===== config.mk =====
export PLATFORM = sky130hd
export DESIGN_NAME = morse_codec
export DESIGN_NICKNAME = d
export VERILOG_FILES = /design/src/rtl/core/mc_pkg.sv /design/src/rtl/core/mc_queue.sv /design/src/rtl/core/mc_front.sv /design/src/rtl/core/mc_back.sv /design/src/rtl/core/morse_codec.sv
export SDC_FILE = /design/constraint.sdc
export NUM_CORES = 1
export LEC_CHECK = 0
export BUFFER_PORTS_ARGS = -buffer_cell sky130_fd_sc_hd__buf_2
export CAP_MARGIN = 20
export CELL_PAD_IN_SITES_DETAIL_PLACEMENT = 0
export CELL_PAD_IN_SITES_GLOBAL_PLACEMENT = 1
export CORE_MARGIN = 2
export CORE_UTILIZATION = 30
export CTS_BUF_LIST = sky130_fd_sc_hd__clkbuf_2 sky130_fd_sc_hd__clkbuf_4 sky130_fd_sc_hd__clkbuf_8
export DETAILED_ROUTE_END_ITERATION = 10
export HOLD_SLACK_MARGIN = 0.15
export PLACE_DENSITY_LB_ADDON = 0.12
export SYNTH_ARGS = -nofsm -noshare
export SYNTH_HDL_FRONTEND = slang
export SYNTH_HIERARCHICAL = 1
export SYNTH_SLANG_ARGS = --single-unit

===== constraint.sdc =====
create_clock -name clk -period 3.6 [get_ports clk]
set_input_delay 0.18 -clock clk [delete_from_list [all_inputs] [get_ports clk]]
set_output_delay 0.18 -clock clk [all_outputs]
set_load 0.02 [all_outputs]

===== src/rtl/core/mc_pkg.sv =====
// Shared types, codes and Morse tables for the Morse codec.
// Used by the front, queue, back and top-level modules; depends on nothing.
package mc_pkg;

  // Symbol limit of the decoder and the number of symbols stored.
  localparam int MAX_SYMBOLS  = 5;
  localparam int CODE_WIDTH   = 5;
  localparam int TABLE_SIZE   = 36;
  localparam int LETTER_COUNT = 26;

  // Depth of the command queue between front and back.
  localparam int QUEUE_DEPTH = 2;
  localparam int QPTR_W      = (QUEUE_DEPTH > 1) ? $clog2(QUEUE_DEPTH) : 1;
  localparam int QCNT_W      = $clog2(QUEUE_DEPTH + 1);

  // Mode, kind and symbol codes.
  localparam logic      MODE_ENC = 1'b0;
  localparam logic      MODE_DEC = 1'b1;
  localparam logic      KIND_ENC = 1'b0;
  localparam logic      KIND_DEC = 1'b1;
  localparam logic [1:0] SYM_DOT  = 2'd0;
  localparam logic [1:0] SYM_DASH = 2'd1;
  localparam logic [1:0] SYM_GAP  = 2'd2;

  // ASCII codes used for classification.
  localparam logic [7:0] CHAR_A       = 8'h41;
  localparam logic [7:0] CHAR_Z       = 8'h5A;
  localparam logic [7:0] CHAR_LOWER_A = 8'h61;
  localparam logic [7:0] CHAR_LOWER_Z = 8'h7A;
  localparam logic [7:0] CHAR_ZERO    = 8'h30;
  localparam logic [7:0] CHAR_NINE    = 8'h39;
  localparam logic [7:0] CHAR_SPACE   = 8'h20;
  localparam logic [7:0] CASE_OFFSET  = 8'h20;

  // Code lengths for A-Z then 0-9.
  localparam logic [2:0] CODE_LEN [TABLE_SIZE] = '{
    3'd2, 3'd4, 3'd4, 3'd3, 3'd1, 3'd4, 3'd3, 3'd4, 3'd2, 3'd4,
    3'd3, 3'd4, 3'd2, 3'd2, 3'd3, 3'd4, 3'd4, 3'd3, 3'd3, 3'd1,
    3'd3, 3'd4, 3'd3, 3'd4, 3'd4, 3'd4,
    3'd5, 3'd5, 3'd5, 3'd5, 3'd5, 3'd5, 3'd5, 3'd5, 3'd5, 3'd5
  };

  // Code patterns: symbol i sits in bit i, a dash is a one.
  localparam logic [4:0] CODE_BITS [TABLE_SIZE] = '{
    5'b00010, 5'b00001, 5'b00101, 5'b00001, 5'b00000, 5'b00100, 5'b00011,
    5'b00000, 5'b00000, 5'b01110, 5'b00101, 5'b00010, 5'b00011, 5'b00001,
    5'b00111, 5'b00110, 5'b01011, 5'b00010, 5'b00000, 5'b00001, 5'b00100,
    5'b01000, 5'b00110, 5'b01001, 5'b01101, 5'b00011,
    5'b11111, 5'b11110, 5'b11100, 5'b11000, 5'b10000,
    5'b00000, 5'b00001, 5'b00011, 5'b00111, 5'b01111
  };

  // Command carried from the front to the back.
  typedef struct packed {
    logic       kind;
    logic [2:0] len;
    logic [4:0] bits;
    logic [7:0] char_out;
    logic       code_valid;
  } mc_cmd_t;

  // One result item as it leaves the back.
  typedef struct packed {
    logic       kind;
    logic [1:0] symbol_out;
    logic [7:0] char_out;
    logic       code_valid;
    logic       last;
  } mc_result_t;

  // Outcome of a code table search.
  typedef struct packed {
    logic       valid;
    logic [7:0] ch;
  } mc_lookup_t;

  // Search the table for a collected code; all entries compare in parallel.
  function automatic mc_lookup_t lookup_code(logic [2:0] count, logic [4:0] bits);
    mc_lookup_t res;
    res = '0;
    for (int i = 0; i < TABLE_SIZE; i++) begin
      if (!res.valid && CODE_LEN[i] == count && CODE_BITS[i] == bits) begin
        res.valid = 1'b1;
        if (i < LETTER_COUNT) begin
          res.ch = CHAR_A + 8'(i);
        end else begin
          res.ch = CHAR_ZERO + 8'(i - LETTER_COUNT);
        end
      end
    end
    return res;
  endfunction

endpackage


===== src/rtl/core/mc_queue.sv =====
// Short command queue between the codec front and back.
// Depends on mc_pkg for the command type and the queue depth.
module mc_queue
  import mc_pkg::*;
(
  input  logic    clk,
  input  logic    rst,
  input  logic    wr_valid,
  output logic    wr_ready,
  input  mc_cmd_t wr_data,
  output logic    rd_valid,
  input  logic    rd_ready,
  output mc_cmd_t rd_data
);

  mc_cmd_t           mem [QUEUE_DEPTH];
  logic [QPTR_W-1:0] wptr;
  logic [QPTR_W-1:0] rptr;
  logic [QCNT_W-1:0] count;
  logic              wr_fire;
  logic              rd_fire;

  assign wr_ready = (count < QCNT_W'(QUEUE_DEPTH));
  assign rd_valid = (count != '0);
  assign rd_data  = mem[rptr];
  assign wr_fire  = wr_valid && wr_ready;
  assign rd_fire  = rd_valid && rd_ready;

  // Pointers and fill count.
  always_ff @(posedge clk) begin
    if (rst) begin
      wptr  <= '0;
      rptr  <= '0;
      count <= '0;
    end else begin
      if (wr_fire) begin
        wptr <= (wptr == QPTR_W'(QUEUE_DEPTH - 1)) ? '0 : wptr + 1'b1;
      end
      if (rd_fire) begin
        rptr <= (rptr == QPTR_W'(QUEUE_DEPTH - 1)) ? '0 : rptr + 1'b1;
      end
      if (wr_fire && !rd_fire) begin
        count <= count + 1'b1;
      end else if (!wr_fire && rd_fire) begin
        count <= count - 1'b1;
      end
    end
  end

  // Entry storage.
  always_ff @(posedge clk) begin
    if (wr_fire) begin
      mem[wptr] <= wr_data;
    end
  end

endmodule


===== src/rtl/core/mc_front.sv =====
// Front end of the Morse codec: accepts input items, classifies them and
// keeps the decoder's symbol collection. Depends on mc_pkg.
module mc_front
  import mc_pkg::*;
(
  input  logic       clk,
  input  logic       rst,
  input  logic       in_valid,
  output logic       in_ready,
  input  logic       mode,
  input  logic [7:0] char_in,
  input  logic [1:0] symbol_in,
  output logic       push,
  input  logic       push_ready,
  output mc_cmd_t    cmd
);

  logic [2:0] symbol_count;
  logic [4:0] code_bits;
  logic       overlong;

  logic       accept;
  logic [7:0] ch_up;
  logic       is_letter;
  logic       is_digit;
  logic [5:0] idx;
  logic       is_mark;
  logic       is_sep;
  mc_lookup_t found;

  assign in_ready = push_ready;
  assign accept   = in_valid && push_ready;
  assign is_mark  = (symbol_in == SYM_DOT) || (symbol_in == SYM_DASH);
  assign is_sep   = (symbol_in == SYM_GAP);

  // Character classification for encode mode.
  always_comb begin
    ch_up = char_in;
    if (char_in >= CHAR_LOWER_A && char_in <= CHAR_LOWER_Z) begin
      ch_up = char_in - CASE_OFFSET;
    end
    is_letter = (ch_up >= CHAR_A) && (ch_up <= CHAR_Z);
    is_digit  = (ch_up >= CHAR_ZERO) && (ch_up <= CHAR_NINE);
    if (is_letter) begin
      idx = 6'(ch_up - CHAR_A);
    end else begin
      idx = 6'(ch_up - CHAR_ZERO) + 6'(LETTER_COUNT);
    end
  end

  assign found = lookup_code(symbol_count, code_bits);

  // Command built for the back end, and whether this item produces one.
  always_comb begin
    cmd  = '0;
    push = 1'b0;
    if (mode == MODE_ENC) begin
      cmd.kind = KIND_ENC;
      if (is_letter || is_digit) begin
        cmd.len  = CODE_LEN[idx];
        cmd.bits = CODE_BITS[idx];
        push     = accept;
      end else if (ch_up == CHAR_SPACE) begin
        push = accept;
      end
    end else begin
      cmd.kind = KIND_DEC;
      if (!overlong && found.valid) begin
        cmd.char_out   = found.ch;
        cmd.code_valid = 1'b1;
      end
      push = accept && is_sep && (symbol_count != '0);
    end
  end

  // Symbol collection of the decoder.
  always_ff @(posedge clk) begin
    if (rst) begin
      symbol_count <= '0;
      code_bits    <= '0;
      overlong     <= 1'b0;
    end else if (accept && mode == MODE_DEC) begin
      if (is_mark) begin
        if (symbol_count < 3'(MAX_SYMBOLS)) begin
          if (symbol_count < 3'(CODE_WIDTH)) begin
            code_bits <= code_bits | (5'(symbol_in[0]) << symbol_count);
          end
          symbol_count <= symbol_count + 3'd1;
        end else begin
          overlong <= 1'b1;
        end
      end else if (is_sep) begin
        symbol_count <= '0;
        code_bits    <= '0;
        overlong     <= 1'b0;
      end
    end
  end

endmodule


===== src/rtl/core/mc_back.sv =====
// Back end of the Morse codec: expands queued commands into result items,
// one per cycle while the output is not stalled, into the output register. Depends on mc_pkg.
module mc_back
  import mc_pkg::*;
(
  input  logic       clk,
  input  logic       rst,
  input  logic       q_valid,
  output logic       q_ready,
  input  mc_cmd_t    q_data,
  output logic       out_valid,
  input  logic       out_ready,
  output mc_result_t out_res
);

  logic       busy;
  mc_cmd_t    cmd;
  logic [2:0] pos;

  logic       out_free;
  logic       fire;
  mc_cmd_t    cur;
  logic [2:0] cur_pos;
  mc_result_t res;

  assign out_free = !out_valid || out_ready;
  assign cur      = busy ? cmd : q_data;
  assign cur_pos  = busy ? pos : 3'd0;
  assign fire     = out_free && (busy || q_valid);
  assign q_ready  = fire && !busy;

  // Next result of the command in hand.
  always_comb begin
    res = '0;
    res.kind = cur.kind;
    if (cur.kind == KIND_DEC) begin
      res.char_out   = cur.char_out;
      res.code_valid = cur.code_valid;
      res.last       = 1'b1;
    end else if (cur_pos < cur.len) begin
      res.symbol_out = cur.bits[cur_pos] ? SYM_DASH : SYM_DOT;
    end else begin
      res.symbol_out = SYM_GAP;
      res.last       = 1'b1;
    end
  end

  // Sequencing and output valid.
  always_ff @(posedge clk) begin
    if (rst) begin
      busy      <= 1'b0;
      pos       <= '0;
      out_valid <= 1'b0;
    end else if (fire) begin
      out_valid <= 1'b1;
      busy      <= !res.last;
      pos       <= cur_pos + 3'd1;
    end else if (out_ready) begin
      out_valid <= 1'b0;
    end
  end

  // Command and result payload.
  always_ff @(posedge clk) begin
    if (fire) begin
      out_res <= res;
      if (!busy) begin
        cmd <= q_data;
      end
    end
  end

endmodule


===== src/rtl/core/morse_codec.sv =====
// Morse codec top level. The first result of an item passes through the command
// queue and then the output register. An encoded letter or digit expands into
// its code symbols and a gap, a space into a gap alone, and a decoded character
// into one result, with the back end writing one result per cycle into the output
// register while the output is not stalled. Symbols that produce nothing push no
// command. Reset is synchronous and clears the decoder state, the queue and the
// output valid.
module morse_codec
  import mc_pkg::*;
(
  input  logic        clk,
  input  logic        rst,
  input  logic        s_tvalid,
  output logic        s_tready,
  input  logic [15:0] s_tdata,  // [7:0] char_in, [9:8] symbol_in, rest zero
  input  logic        s_tuser,  // [0] mode
  output logic        m_tvalid,
  input  logic        m_tready,
  output logic [15:0] m_tdata,  // [1:0] symbol_out, [9:2] char_out, rest zero
  output logic [1:0]  m_tuser,  // [0] kind, [1] code_valid
  output logic        m_tlast
);

  logic       push;
  logic       push_ready;
  mc_cmd_t    push_cmd;
  logic       q_valid;
  logic       q_ready;
  mc_cmd_t    q_data;
  mc_result_t res;

  // Front end: accept and classify.
  mc_front u_front (
    .clk        (clk),
    .rst        (rst),
    .in_valid   (s_tvalid),
    .in_ready   (s_tready),
    .mode       (s_tuser),
    .char_in    (s_tdata[7:0]),
    .symbol_in  (s_tdata[9:8]),
    .push       (push),
    .push_ready (push_ready),
    .cmd        (push_cmd)
  );

  // Command queue.
  mc_queue u_queue (
    .clk      (clk),
    .rst      (rst),
    .wr_valid (push),
    .wr_ready (push_ready),
    .wr_data  (push_cmd),
    .rd_valid (q_valid),
    .rd_ready (q_ready),
    .rd_data  (q_data)
  );

  // Back end: expand commands into results.
  mc_back u_back (
    .clk       (clk),
    .rst       (rst),
    .q_valid   (q_valid),
    .q_ready   (q_ready),
    .q_data    (q_data),
    .out_valid (m_tvalid),
    .out_ready (m_tready),
    .out_res   (res)
  );

  // Output packing.
  assign m_tdata = {6'd0, res.char_out, res.symbol_out};
  assign m_tuser = {res.code_valid, res.kind};
  assign m_tlast = res.last;

endmodule


After elaboration in Yosys (flattened, before gate mapping)
Memory sizes are Yosys's and may differ from the RTL's. A register that Yosys moved wholly into a read port is not among the register bits.
Index checks and enable logic that the tools add are counted.
W data, S select, Z words.

word-level totals
  register bits = 48
  latch bits = 0
  RAM bits = 36
  bits in read-only memories = 512
  input port bits = 21
  output and inout bits = 21
  memories = 3

memories
  name             depth  width  rd ports  clocked after Yosys merged registers in  wr ports  line            RTL
  (no name shown)  64     5      1         0                                        0         mc_front.sv:61  cmd.bits = CODE_BITS[idx];
  (no name shown)  64     3      1         0                                        0         mc_front.sv:60  cmd.len = CODE_LEN[idx];
  u_queue.mem      2      18     1         1                                        1         mc_queue.sv:16  mc_cmd_t mem [QUEUE_DEPTH];

operators by class
  add/subtract/negate cells = 10
  multiply operators = 0
  divide/modulo/power cells = 0
  magnitude comparators = 11
  equality and inequality tests = 28
  shifts and indexed selects = 1
  muxes and demuxes = 77
  bitwise logic cells = 3
  reduce and logical (&&, ||, !) cells = 140

operators by type and width
  cell                   count
  $mux W9                38
  $logic_and A1 B1 Y1    85
  $logic_not A1 Y1       41
  $eq A4 B5 Y1 const A   6
  $eq A5 B5 Y1 const A   5
  $mux W5                5
  $mux W8                3
  $eq A3 B5 Y1 const A   4
  $mux W1                19
  $mux W18               1
  $mux W3                6
  $ge A8 B7 Y1 const B   2
  $le A8 B7 Y1 const B   2
  $eq A2 B5 Y1 const A   2
  $eq A8 B6 Y1 const B   1
  $ge A8 B6 Y1 const B   1
  $le A8 B6 Y1 const B   1
  $reduce_bool A2 Y1     4
  $sub A8 B6 Y8 const B  1
  $ge A7 B7 Y1 const B   1
  $not A6 Y7             1
  $add A3 B1 Y3 const B  2
  $add A6 B5 Y6 const B  1
  $eq A2 B3 Y1 const A   2
  other kinds (27)       36

Longest topological paths before layout
  depth in word-level cells = 146
  gate-level depth with buffers = 13

Hierarchy
Netlist, hierarchy kept.

by module, submodules not included
  module       times used  cells an instance  area each (µm²)
  mc_front     1           330                2272.2
  mc_back      1           114                1610.3
  mc_queue     1           79                 1514.0
  morse_codec  1           7                  48.8

Least setup slack after synthesis
Ideal clock, no wire load.

  path type = input-to-reg
  start point = input s_tdata[0]
  end point = memory u_queue/mem[0][0] (netlist bit), enable pin
  library setup time = 0.395 ns
  data arrival time = 2.593 ns
  required time = 3.205 ns
  path slack = 0.613 ns
  stages on the path = 10
  buffers on the path = 0
  cells stage by stage = inv_1 > ha_1 > or3b_4 > o311ai_4 > a21o_2 > nor2_2 > a21oi_1 > o31ai_1 > and2b_1 > nor2b_1

on the way
  word-level cells in the longest chain between the ends = 11
  elaborated cells between the ends (all ways) = 19
  those cells by class = add/sub (1); order compare (6); eq/ne (1); mux (6); reduce/logical (5)

RTL lines
  what                                                 line                            RTL
  from (decl)                                          morse_codec.sv:15               input logic [15:0] s_tdata,
  $ge A8 B7 Y1 / $le A8 B7 Y1 (equally long branches)  mc_front.sv:39                  if (char_in >= CHAR_LOWER_A && char_in <= CHAR_LOWER_Z) begin
  $logic_and A1 B1 Y1                                  mc_front.sv:39
  $mux W8 *                                            mc_front.sv:39
  $ge A8 B7 Y1 (tied with other cells)                 mc_front.sv:42                  is_letter = (ch_up >= CHAR_A) && (ch_up <= CHAR_Z);
  $logic_and A1 B1 Y1, on equally long branches        mc_front.sv:42, mc_front.sv:43
  $logic_or A1 B1 Y1                                   mc_front.sv:59                  if (is_letter || is_digit) begin
  $mux W1 *                                            mc_front.sv:59
  $mux W1 *                                            mc_front.sv:57                  if (mode == MODE_ENC) begin
  named net push                                       morse_codec.sv:24               logic push;
  $logic_and A1 B1 Y1 *                                mc_queue.sv:26                  assign wr_fire = wr_valid && wr_ready;
  named net u_queue.wr_fire                            mc_queue.sv:20                  logic wr_fire;
  $mux W1 *                                            mc_queue.sv:52                  if (wr_fire) begin
  $mux W1 (implied by the code) *                      mc_queue.sv:53                  mem[wptr] <= wr_data;
  to (decl)                                            mc_queue.sv:16

The timed path passes the listed nets; every way through them passes the cells marked *.

==> results_dict.tcl <==
set metrics [dict create \
    outcome "finished, final reports clean" \
    netlist_instances 530 \
    overflow 0 \
    fmax_mhz 315 \
    first_pass_iters 5 \
    cts_sinks 85 \
    synth_edf_count 66 \
    min_period_ps 3170 \
    crit_end "u_queue/mem[1][5]" \
    worstSetupStartpoint "u_front/symbol_count[1]" \
    drt_iter0_drc 312 \
    vias 4081 \
    ant_nets 0 \
    root_buffer "clkbuf_8" \
    wirelength_um 12400 \
    syn2layout_area_growth_pct 11.8 \
    startpoint_type "register" \
    hp-class "in -> reg" \
    synth-async-reset-ratio_pct 0 \
    critical_path.max_stage_delay_ps 490 \
    grt_use_total_pct 12.9 \
    clk_pin_slew_worst_paths_ps 90 \
    synthFlopType "edfxtp_1" \
    worst_pin_slew_ps 851 \
    insertion_delay_ps 370 \
    ir_drop_uv 172 \
    syn-cell-area_mm2 0.00545 \
    synthTopCellsByArea "edfxtp_1 (36%), dfxtp_1 (7.0%), mux2_2 (6.8%)" \
    critPathRequiredTime_ps 3680 \
    synthDominantCellAreaShare_pct 36.4 \
    r2r_start "u_front/symbol_count[1]" \
    highest_layer "met4" \
    tritoncts.num_buffers 9 \
    n_antenna_cell 0 \
    drcViolationCount 0 \
    gp_congestion 0.777 \
    rows 49 \
    cts_resized 0 \
    netlist_top_cells_count "edfxtp_1 (66), nor2_1 (40), a21oi_1 (33), mux2_2 (33), nand2_1 (26)" \
    route.met3.wl_um 511 \
    dpl.cell_count 783 \
    hpwlAfterDp_um 9230 \
    drive_gt1_share_pct 22.9 \
    finalCritPeriodShare_pct 88.1 \
    io_buffer_count 29 \
    cts_buffer_depth 2 \
    die_area_mm2 0.0192 \
    maxCapViolCount 0 \
    yosysUniqueCellTypes 83 \
    crit_type "reg -> reg" \
    routed_via_density 5.09 \
    power_density_mw_per_mm2 368 \
    cts_htree_levels 3 \
    setup_tns_ps 0 \
    die_h_um 139 \
    cp_slowest_cell "dfxtp_1" \
    routedWlPerCell_um 15.5 \
    ys_seq_area_share_pct 43.4 \
    multi_input_area_mm2 0.00278 \
    grt_pass1_wl_um 20300 \
    r2r-end "u_queue/mem[1][5]" \
    finClkSkew_ps 12.7 \
    r2r_slack_ps 430 \
    worstPathMaxFanout 8 \
    ioPinCount 42 \
    p_switching_w 0.000644 \
    hold_violations 0 \
    fin_cells 802 \
    drv_slew 0 \
    grt_max_degree 23 \
    swShare_pct 28.8 \
    rsz0062_at_grt "no" \
    grt_antenna_before_repair 0 \
    synth_most_common_cell "edfxtp_1" \
    leakage_nw 2.18 \
    nets 610 \
    setup_viol_count_final 0 \
    wirelength_met1_um 6160 \
    reg2regPathDepth 10 \
    fin_util_pct 34.0 \
    fillCellCount 1865 \
    cts_tree "built" \
    power.internal_w 0.00159 \
    seq_area_mm2 0.00236 \
    slew_headroom_pct 43.2 \
    die_w_um 139 \
    synth_seq_cells 85 \
    hold_buffers 3 \
    crit_path_frequent_cell "ha_1" \
    cp_cell_sequence "ha_1 > ha_1 > or3b_1 > or3_1 > o31a_1 > o221ai_1 > nor3_2 > and4b_1 > nor3_1 > a41oi_1" \
    syn_area_per_cell_um2 10.3 \
    holdWs_ps 186 \
    combPwrFrac_pct 18.4 \
    seq_power_share_pct 50.8 \
    total_power_w 0.00224 \
    critPathCaptureType "register" \
    start_util_pct 30.4 \
    yosys_warnings 6 \
    yosysTopAreaCell "edfxtp_1" \
    arrival_ps 3250 \
    postCtsSetupBuffers 0 \
    met2_length_um 5600 \
    pwr-share-clk_pct 30.9 \
    grt_pass1_vias 3915 \
    core_area_mm2 0.0179 \
]
-- logic make-up after synthesis --
group / share of synthesized area [%]
muxes: 8.48
and+or+nand+nor: 17.3
buffers and inverters: 5.88
adders and majority gates: 4.83
AOI/OAI and AO/OA: 18.6
other: 0.138
xor gates and xnor gates: 1.42
DFF: 43.4
-- power groups by stage --
| stage | clock [W] | combinational (W) | sequential, W |
|---|---|---|---|
| 2_1_floorplan | 0 | 0.000283 | 0.00117 |
| 3_3_place_gp | 0 | 0.000408 | 0.00116 |
| 3_5_place_dp | 0 | 0.000410 | 0.00116 |
| 4_1_cts | 0.000720 | 0.000415 | 0.00114 |
| 5_1_grt | 0.000755 | 0.000455 | 0.00114 |
| 6_report | 0.000691 | 0.000411 | 0.00114 |
-- critical path: cells and delay by family (launching register included) --
| family | cells | cell delay, ps |
|---|---|---|
| AOI/OAI and AO/OA | 3 | 500 |
| and+or+nand+nor | 5 | 1470 |
| DFF | 1 | 490 |
| adders and majority gates | 2 | 430 |
-- registers in the layout, indices dropped and copies added, names as in the netlist, named ones only --
register and count:
u_back/cmd 18, u_back/out_valid 1, u_queue/mem 36, u_queue/wptr 1, u_front/symbol_count 3, u_back/pos 3, u_back/out_res 12, u_back/busy 1
u_queue/count 2, u_queue/rptr 1, u_front/overlong 1, u_front/code_bits 5
-- placed cells by master (no fill, tap or decap), types with 4 or more instances in the layout --
cell type	netlist	layout
nand2_1	26	26
dfxtp_1	19	19
nor2_1	40	40
clkbuf_8	0	9
a21oi_1	33	33
o211ai_1	13	13
conb_1	2	7
nor2b_1	12	12
and3_1	4	4
a21o_1	4	4
o21ai_0	22	22
mux2_2	33	33
xor2_1	5	5
and2_1	17	17
inv_1	24	24
a31oi_1	12	12
o21bai_1	4	4
nand3_1	9	9
nor3_1	15	15
ha_1	21	21
nor4_1	4	4
edfxtp_1	66	66
o31ai_1	4	4
mux2i_1	9	9
buf_4	14	26
buf_2	9	29
nand3b_1	5	5
nand2b_1	7	7
-- final cells by class --
| type | instances | area share [%] |
|---|---|---|
| timing repair buffer | 58 | 6.08 |
| clock inverter | 7 | 1.19 |
| sequential | 85 | 38.8 |
| clock buffer | 9 | 2.03 |
| multi-input combinational | 390 | 45.7 |
| inverter | 24 | 1.48 |
| tap | 229 | 4.71 |
-- worst min-delay path by stage --
stage | startpoint | endpoint | slack, ps | cells past startpoint
4_1_cts | s_tdata[8] | u_front/overlong | 170 | 3
6_report | s_tdata[8] | u_front/overlong | 190 | 3
3_5_place_dp | m_tready | u_back/busy | 490 | 4
5_1_grt | rst | u_queue/count[0] | 190 | 2
2_1_floorplan | rst | u_back/busy | 250 | 1
3_3_place_gp | u_queue/rptr | u_queue/rptr | 490 | 2
-- per-layer routing --
metal  vias to the layer above  global-route usage [%]
met4                         0                    3.77
met1                      1925                    18.1
met3                        13                    2.97
met2                        95                    20.1
li1                       2048                       -
met5                         -                       0
-- per-stage QoR --
| stage | cell area, um^2 | setup WS [ps] |
|---|---|---|
| after floorplan | 5460 | 613 |
| after global placement | 5860 | 349 |
| after detailed placement | 5860 | 307 |
| after CTS | 6090 | 400 |
| after global routing | 6090 | 154 |
| final | 6090 | 427 |
Power figures use the tool's default switching activity.
